[src/sv/bdcs_pkg.sv]
package bdcs_pkg;

    localparam int MAX_SIDE_DEF = 1024;
    localparam int LUMA_W       = 8;
    localparam int CFG_W        = 11;
    localparam int SEG_W        = 10;
    localparam int SUM_W        = 12;
    localparam int IDX_W        = 8;
    localparam int IN_TDATA_W   = 8;
    localparam int OUT_TDATA_W  = 24;

    localparam logic [CFG_W-1:0] SIDE_RESET = 11'd256;

    typedef struct packed {
        logic seg_start;   // first pixel of a block within a pixel row
        logic seg_end;     // last pixel of a block within a pixel row
        logic row_first;   // first pixel row of a block row
        logic row_last;    // last pixel row of a block row
        logic bc_nonzero;  // block column is not the leftmost
        logic img_last;    // last pixel of the image
    } t_raster_flags;

endpackage

[src/sv/bdcs_ram.sv]
module bdcs_ram #(
    parameter int WIDTH = 12,
    parameter int DEPTH = 256,
    parameter int AW    = 8
) (
    input  logic             i_clk,
    input  logic             i_we,
    input  logic [AW-1:0]    i_waddr,
    input  logic [WIDTH-1:0] i_wdata,
    input  logic             i_re,
    input  logic [AW-1:0]    i_raddr,
    output logic [WIDTH-1:0] o_rdata
);

    logic [WIDTH-1:0] r_mem [DEPTH];
    logic [WIDTH-1:0] r_rdata;

    always_ff @(posedge i_clk) begin
        if (i_we) begin
            r_mem[i_waddr] <= i_wdata;
        end
        if (i_re) begin
            r_rdata <= r_mem[i_raddr];
        end
    end

    assign o_rdata = r_rdata;

endmodule

[src/sv/bdcs_raster.sv]
module bdcs_raster
    import bdcs_pkg::*;
#(
    parameter int MAX_SIDE = MAX_SIDE_DEF,
    parameter int CW       = $clog2(MAX_SIDE),
    parameter int BCW      = CW - 2
) (
    input  logic             i_clk,
    input  logic             i_rst_n,
    input  logic             i_adv,
    input  logic             i_cfg_we,
    input  logic [CFG_W-1:0] i_cfg_wdata,
    output logic [BCW-1:0]   o_bc,
    output logic [BCW-1:0]   o_brow,
    output t_raster_flags    o_flags
);

    localparam int SW = (CW + 1 > CFG_W) ? CW + 1 : CFG_W;

    function automatic logic [CW:0] f_side(input logic [CFG_W-1:0] v);
        logic [SW-1:0] s;
        s = SW'({v[CFG_W-1:2], 2'b00});
        if (s < SW'(8)) begin
            s = SW'(8);
        end
        if (s > SW'(MAX_SIDE)) begin
            s = SW'(MAX_SIDE - (MAX_SIDE % 4));
        end
        return s[CW:0];
    endfunction

    logic [CW:0]   r_side;
    logic [CW-1:0] r_col, n_col;
    logic [CW-1:0] r_row, n_row;
    logic          col_last, row_last_px;

    assign col_last    = ({1'b0, r_col} == (r_side - (CW+1)'(1)));
    assign row_last_px = ({1'b0, r_row} == (r_side - (CW+1)'(1)));

    always_comb begin
        n_col = r_col;
        n_row = r_row;
        if (i_adv) begin
            if (col_last) begin
                n_col = '0;
                n_row = row_last_px ? '0 : r_row + CW'(1);
            end else begin
                n_col = r_col + CW'(1);
            end
        end
    end

    always_ff @(posedge i_clk) begin
        if (!i_rst_n) begin
            r_side <= f_side(SIDE_RESET);
            r_col  <= '0;
            r_row  <= '0;
        end else if (i_cfg_we) begin
            r_side <= f_side(i_cfg_wdata);
            r_col  <= '0;
            r_row  <= '0;
        end else begin
            r_col  <= n_col;
            r_row  <= n_row;
        end
    end

    assign o_bc   = r_col[CW-1:2];
    assign o_brow = r_row[CW-1:2];

    assign o_flags.seg_start  = (r_col[1:0] == 2'd0);
    assign o_flags.seg_end    = (r_col[1:0] == 2'd3);
    assign o_flags.row_first  = (r_row[1:0] == 2'd0);
    assign o_flags.row_last   = (r_row[1:0] == 2'd3);
    assign o_flags.bc_nonzero = (r_col[CW-1:2] != '0);
    assign o_flags.img_last   = col_last && row_last_px;

`ifndef SYNTH
    a_col_in_range: assert property (@(posedge i_clk) disable iff (!i_rst_n)
        ({1'b0, r_col} < r_side))
        else $error("raster column beyond side");

    a_row_in_range: assert property (@(posedge i_clk) disable iff (!i_rst_n)
        ({1'b0, r_row} < r_side))
        else $error("raster row beyond side");

    a_wrap_at_end: assert property (@(posedge i_clk) disable iff (!i_rst_n)
        (i_adv && !i_cfg_we && col_last && row_last_px) |=> (r_col == '0 && r_row == '0))
        else $error("raster did not wrap at end of image");
`endif

endmodule

[src/sv/bdcs_block_sum.sv]
module bdcs_block_sum
    import bdcs_pkg::*;
#(
    parameter int MAX_SIDE = MAX_SIDE_DEF,
    parameter int BCW      = $clog2(MAX_SIDE) - 2
) (
    input  logic              i_clk,
    input  logic              i_rst_n,
    input  logic              i_adv,
    input  t_raster_flags     i_flags,
    input  logic [BCW-1:0]    i_bc,
    input  logic [LUMA_W-1:0] i_luma,
    output logic              o_bit
);

    logic [SEG_W-1:0] r_seg, n_seg;
    logic [SUM_W-1:0] r_prev;
    logic [SUM_W-1:0] ram_rd;
    logic [SUM_W-1:0] total;

    // running sum of the current block's pixels in this pixel row
    assign n_seg = i_flags.seg_start ? SEG_W'(i_luma) : r_seg + SEG_W'(i_luma);
    assign total = i_flags.row_first ? SUM_W'(n_seg) : ram_rd + SUM_W'(n_seg);
    assign o_bit = (r_prev > total);

    // column partial sum fetched at the block's first pixel, written back at its last
    bdcs_ram #(
        .WIDTH (SUM_W),
        .DEPTH (MAX_SIDE / 4),
        .AW    (BCW)
    ) u_col_sums (
        .i_clk   (i_clk),
        .i_we    (i_adv && i_flags.seg_end),
        .i_waddr (i_bc),
        .i_wdata (total),
        .i_re    (i_adv && i_flags.seg_start),
        .i_raddr (i_bc),
        .o_rdata (ram_rd)
    );

    always_ff @(posedge i_clk) begin
        if (i_adv) begin
            r_seg <= n_seg;
        end
    end

    always_ff @(posedge i_clk) begin
        if (!i_rst_n) begin
            r_prev <= '0;
        end else if (i_adv && i_flags.seg_end && i_flags.row_last) begin
            r_prev <= total;
        end
    end

`ifndef SYNTH
    a_prev_tracks_block: assert property (@(posedge i_clk) disable iff (!i_rst_n)
        (i_adv && i_flags.seg_end && i_flags.row_last) |=> (r_prev == $past(total)))
        else $error("previous block sum not updated");

    a_prev_holds: assert property (@(posedge i_clk) disable iff (!i_rst_n)
        !(i_adv && i_flags.seg_end && i_flags.row_last) |=> $stable(r_prev))
        else $error("previous block sum changed off block end");

    a_sum_range: assert property (@(posedge i_clk) disable iff (!i_rst_n)
        (i_adv && i_flags.seg_end && i_flags.row_first) |-> (total <= SUM_W'(1020)))
        else $error("single-row block sum out of range");
`endif

endmodule

[src/sv/block_dc_signature_unit.sv]
// channel   dir  handshake                      payload
// s_axis    in   s_axis_tvalid/s_axis_tready    tdata[7:0] luma
// m_axis    out  m_axis_tvalid/m_axis_tready    tdata: bit, row, col; tlast: image done
// cfg       in   i_cfg_we                       i_cfg_wdata[10:0] image side
//
// One pixel per clock while s_axis_tready is high; a pixel is folded into its block sum in the cycle it is taken.
// A result reaches the output register in the cycle after the pixel that closes a block other than a leftmost one.
// The output register stalls input only when the next pixel closes a block other than a leftmost one.
// Reset and a side write restart the raster at pixel zero.
module block_dc_signature_unit
    import bdcs_pkg::*;
#(
    parameter int MAX_SIDE = MAX_SIDE_DEF
) (
    input  logic                   i_clk,
    input  logic                   i_rst_n,
    input  logic                   s_axis_tvalid,
    output logic                   s_axis_tready,
    input  logic [IN_TDATA_W-1:0]  s_axis_tdata,   // [7:0] luma
    output logic                   m_axis_tvalid,
    input  logic                   m_axis_tready,
    output logic [OUT_TDATA_W-1:0] m_axis_tdata,   // [0] signature_bit, [8:1] block_row,
                                                   // [16:9] block_col, [23:17] zero
    output logic                   m_axis_tlast,   // image_done
    input  logic                   i_cfg_we,
    input  logic [CFG_W-1:0]       i_cfg_wdata
);

    localparam int CW  = $clog2(MAX_SIDE);
    localparam int BCW = CW - 2;

    t_raster_flags    flags;
    logic [BCW-1:0]   bc, brow, bc_left;
    logic             adv, emit_pos, sig_bit;
    logic [BCW+7:0]   row_ext, col_ext;

    logic             r_out_valid;
    logic             r_bit;
    logic [IDX_W-1:0] r_row;
    logic [IDX_W-1:0] r_col;
    logic             r_done;

    assign emit_pos      = flags.seg_end && flags.row_last && flags.bc_nonzero;
    assign s_axis_tready = !r_out_valid || m_axis_tready || !emit_pos;
    assign adv           = s_axis_tvalid && s_axis_tready;

    bdcs_raster #(
        .MAX_SIDE (MAX_SIDE),
        .CW       (CW),
        .BCW      (BCW)
    ) u_raster (
        .i_clk       (i_clk),
        .i_rst_n     (i_rst_n),
        .i_adv       (adv),
        .i_cfg_we    (i_cfg_we),
        .i_cfg_wdata (i_cfg_wdata),
        .o_bc        (bc),
        .o_brow      (brow),
        .o_flags     (flags)
    );

    bdcs_block_sum #(
        .MAX_SIDE (MAX_SIDE),
        .BCW      (BCW)
    ) u_block_sum (
        .i_clk   (i_clk),
        .i_rst_n (i_rst_n),
        .i_adv   (adv),
        .i_flags (flags),
        .i_bc    (bc),
        .i_luma  (s_axis_tdata[LUMA_W-1:0]),
        .o_bit   (sig_bit)
    );

    assign bc_left = bc - BCW'(1);
    assign row_ext = {8'b0, brow};
    assign col_ext = {8'b0, bc_left};

    always_ff @(posedge i_clk) begin
        if (!i_rst_n) begin
            r_out_valid <= 1'b0;
        end else if (adv && emit_pos) begin
            r_out_valid <= 1'b1;
        end else if (m_axis_tready) begin
            r_out_valid <= 1'b0;
        end
    end

    always_ff @(posedge i_clk) begin
        if (adv && emit_pos) begin
            r_bit  <= sig_bit;
            r_row  <= row_ext[IDX_W-1:0];
            r_col  <= col_ext[IDX_W-1:0];
            r_done <= flags.img_last;
        end
    end

    assign m_axis_tvalid = r_out_valid;
    assign m_axis_tdata  = {7'b0, r_col, r_row, r_bit};
    assign m_axis_tlast  = r_done;

`ifndef SYNTH
    a_no_overwrite: assert property (@(posedge i_clk) disable iff (!i_rst_n)
        (adv && emit_pos) |-> (!r_out_valid || m_axis_tready))
        else $error("pending result overwritten");

    a_result_follows: assert property (@(posedge i_clk) disable iff (!i_rst_n)
        (adv && emit_pos) |=> m_axis_tvalid)
        else $error("closed block produced no result");

    a_done_col: assert property (@(posedge i_clk) disable iff (!i_rst_n)
        (adv && emit_pos && flags.img_last) |-> flags.row_last)
        else $error("image end outside last block row");
`endif

endmodule
[config.mk]
export PLATFORM = sky130hd
export DESIGN_NAME = block_dc_signature_unit
export DESIGN_NICKNAME = d
export VERILOG_FILES = /design/src/sv/bdcs_pkg.sv /design/src/sv/bdcs_ram.sv /design/src/sv/bdcs_raster.sv /design/src/sv/bdcs_block_sum.sv /design/src/sv/block_dc_signature_unit.sv
export SDC_FILE = /design/constraint.sdc
export NUM_CORES = 2
export LEC_CHECK = 0
export ABC_CLOCK_PERIOD_IN_PS = 25200
export CORE_UTILIZATION = 59
export CTS_BUF_LIST = sky130_fd_sc_hd__clkbuf_8
export DETAILED_ROUTE_END_ITERATION = 7
export DONT_BUFFER_PORTS = 1
export PLACE_DENSITY = 0.75
export SETUP_SLACK_MARGIN = 0.5
export SYNTH_ARGS = -nofsm -noshare
export SYNTH_HDL_FRONTEND = slang
export SYNTH_HIERARCHICAL = 1
export SYNTH_SLANG_ARGS = --single-unit
[constraint.sdc]
create_clock -name i_clk -period 25.2 [get_ports i_clk]
set_input_delay 2.52 -clock i_clk [delete_from_list [all_inputs] [get_ports i_clk]]
set_output_delay 2.52 -clock i_clk [all_outputs]
set_load 0.02 [all_outputs]
==> metrics.md <==
| Metric | Value |
|---|---|
| Core Region | `207900 um^2` |
| Clk_lat worst skew | `1120 ps` |
| Die ar. | `212000 um^2` |
| Total grt overflow | `0` |
| First-pass GRT wire length | `427800 um` |
| Routed wl met2 | `140700 um` |
| Leak | `0.04275 uW` |
| Final ANT Viol Nets | `0` |
| CTS Buf Count | `485` |
| Port Buffer Count | `0` |
| Register clock-pin slew on the reported worst setup and hold paths | `60 ps` |
| DPL Wire Length | `174000 um` |
| Period utilization | `28.83%` |
| CP required | `25950 ps` |
| Final min period | `7266 ps` |
| H-tree lvl count | `5` |
| Max Used Layer | `met5` |
| Post-cts resize count | `0` |
| Worst rel slew slack | `8.956%` |
| Cell area after layout | `136100 um^2` |
| 1st-iter DRT viols | `8209` |
| Vias per inst | `6.663` |
| Post-synthesis sequential area ratio | `76.04%` |
| Post-CTS setup buffers | `0` |
| Setup Crit Path Kind | `input pin to flip-flop` |
| Root Driver | `clkbuf_8` |
| CP endpoint kind | `flip-flop` |
| Slew Limit Fails | `0` |
| Post-route DRC | `0` |
| Setup TNS | `0 ps` |
| Initial core utilization | `59.65%` |
| Placed inst area | `127200 um^2` |
| Status | `completed` |
| Crit start category | `input pin` |
| Gate Count Post-Synth | `6109` |
| Bufs on Longest Clock Path | `4` |
| Share of the synthesized area in the top cell type | `75.36%` |
| Peak supply drop | `0.00006599 V` |
| Number of global-route vias before repair | `62880` |
| Top FF cell, synth | `edfxtp_1` |
| Final wirelength | `298100 um` |
| Max-cap violation count | `0` |
| Hold Vio Cnt, Final | `0` |
| Max Fclk | `0.1376 GHz` |
| Yosys top cell by area | `edfxtp_1` |
| Final Setup Violations | `0` |
| Net count, final | `6516` |
| Syn avg cell area | `20.30 um^2` |
| DRT met1 WL | `111100 um` |
| Ys Warns | `6` |
| Synth top cells by count | `3112 x edfxtp_1, 636 x mux4_2, 340 x nor2_1` |
| Largest net degree at the start of global routing | `237` |
| DIE WIDTH | `460.5 um` |
| Measured slew at the worst slew-check pin | `1361 ps` |
| Clock Skew | `93.27 ps` |
| Register bit total from synthesis | `3154` |
| Die Span Y | `460.5 um` |
| Synthesized area | `124000 um^2` |
| GPL Wtd Cong | `0.8723` |
| I/O pin cnt | `51` |
| Ratio of cells with drive above 1 in the final layout | `23.18%` |
| Hold_buf cts | `0` |
| CP max FO | `93` |
| Min-delay worst type | `flip-flop to flip-flop` |
| Count leader, synth | `edfxtp_1` |
| Crit path DAT | `8020 ps` |
| EDFF count, synth | `3112` |
| Multi-input gate area | `27230 um^2` |
| Std cell rows | `167` |
| Via count of the routed design | `64090` |
| Unrepaired setup endpoints after global routing | `no` |
| Post-synth cell types | `92` |
| Reg area | `94310 um^2` |
| Async SR Flop Fraction | `0%` |
| Drt first pass iters | `6` |
| Layout fillers | `13240` |
| All-Layer GR Usage | `28.17%` |
| DR WL/cell | `30.99 um` |
| Area grow syn2layout | `9.783%` |
| CTS tree | `built` |
| Pwr dens | `73.21 nW/um^2` |
| Sink Count | `3154` |
| Routed wire length on met3 | `34430 um` |
| Area contributors post-synth | `edfxtp_1 75%, mux4_2 12%, mux2i_1 1.9%, a22oi_1 1.3%, nor2_1 1.0%` |
| Antenna violations before repair | `15` |
[cell usage in the layout (no fill, tap or decap), types with 18 or more instances in the layout]
| master | count |
|---|---|
| edfxtp_1 | 3112 |
| mux4_2 | 636 |
| clkbuf_8 | 490 |
| nor2_1 | 332 |
| buf_4 | 233 |
| mux2i_1 | 230 |
| a22oi_1 | 217 |
| inv_1 | 176 |
| a21oi_1 | 147 |
| clkinv_1 | 118 |
| nand2_1 | 98 |
| o22ai_1 | 91 |
| clkinv_2 | 59 |
| o21ai_0 | 58 |
| o221ai_1 | 56 |
| nor3_1 | 51 |
| nand3_1 | 45 |
| nor4_1 | 40 |
| nor2b_1 | 39 |
| ha_1 | 37 |
| dfxtp_1 | 34 |
| mux2_2 | 29 |
| nand4_1 | 27 |
| bufinv_16 | 26 |
| xor2_1 | 22 |
| a211oi_1 | 22 |
| a22o_1 | 21 |
| a221oi_1 | 20 |
| o2111ai_1 | 19 |
| and3_1 | 18 |
| a31oi_1 | 18 |
[per-layer routing]
| layer | up-vias | track usage [%] |
|---|---|---|
| met5 | - | 0 |
| met4 | 12 | 11.69 |
| met3 | 619 | 6.751 |
| met2 | 4056 | 42.86 |
| met1 | 33200 | 39.59 |
| li1 | 26200 | - |
[cell families after synthesis]
family,Yosys count,share of synthesized area [%]
AOI/OAI and AO/OA,790,4.472
xor gates and xnor gates,36,0.2543
adders and majority gates,39,0.4056
buffers and inverters,428,2.113
DFF,3154,76.04
muxes,903,13.74
other,1,0.003024
and+or+nand+nor,758,2.974
[final cells by class]
| class | instances | area share, % |
|---|---|---|
| diodes | 9 | 0.01654 |
| clock buffers | 490 | 4.954 |
| clock inverters | 366 | 1.631 |
| inverters | 37 | 0.1406 |
| multi-input cells | 2533 | 20.00 |
| flip-flops and latches | 3154 | 69.28 |
| well taps | 2788 | 2.562 |
| repair buffers | 242 | 1.417 |
[worst max-delay path, stage by stage]
cell and delay, ps:
ha_1 210, fa_1 450, a21o_1 220, a21oi_1 200, xor2_1 90, o21ai_0 430, ha_1 370, o211a_1 140
o31a_1 120, nor2b_1 210, xnor2_1 180, nor2_1 120, a21oi_4 140, buf_4 750, buf_4 860, buf_4 810
[metrics by stage]
stage          total power, uW  setup slack, ps  hold WS [ps]  instances  utilization [%]
5_1_grt                  10250            17680         495.3       9613            65.47
2_1_floorplan             6050            12020         443.5       6115                -
3_3_place_gp              6091            17220         461.2       8754            61.16
4_1_cts                  10020            18080         465.4       9610            65.47
6_report                  9966            17930         464.9       9619            65.48
3_5_place_dp              6105            16900         456.9       8754            61.16
[flip-flops by register name, summed over array words and instances (netlist names)]
register                        flops
u_block_sum/u_col_sums/r_mem     3072
u_block_sum/r_prev                 12
u_block_sum/u_col_sums/o_rdata     12
u_block_sum/r_seg                  10
u_raster/r_col                     10
u_raster/r_row                     10
u_raster/r_side                     9
r_col                               8
r_row                               8
m_axis_tlast                        1
m_axis_tvalid                       1
r_bit                               1
[power by group]
part,total (uW),internal [uW],leakage [uW],switching [uW]
Sequential,5810,5810,0.0296,3.81
Clock,3970,2070,0.00514,1900
Combinational,183,25.3,0.00805,158
[final timing paths]
check | startpoint | to | slack [ps] | cells after the start
worst max-delay path | s_axis_tdata[0] | u_block_sum/u_col_sums/r_mem[4][6] | 17930 | 16
worst min-delay path | u_block_sum/r_prev[0] | u_block_sum/r_prev[0] | 460 | 2
worst max register to register | u_raster/r_col[3] | u_block_sum/u_col_sums/o_rdata[7] | 18720 | 11
worst min register to register | u_block_sum/r_prev[0] | u_block_sum/r_prev[0] | 460 | 2
Power figures use the tool's default switching activity.
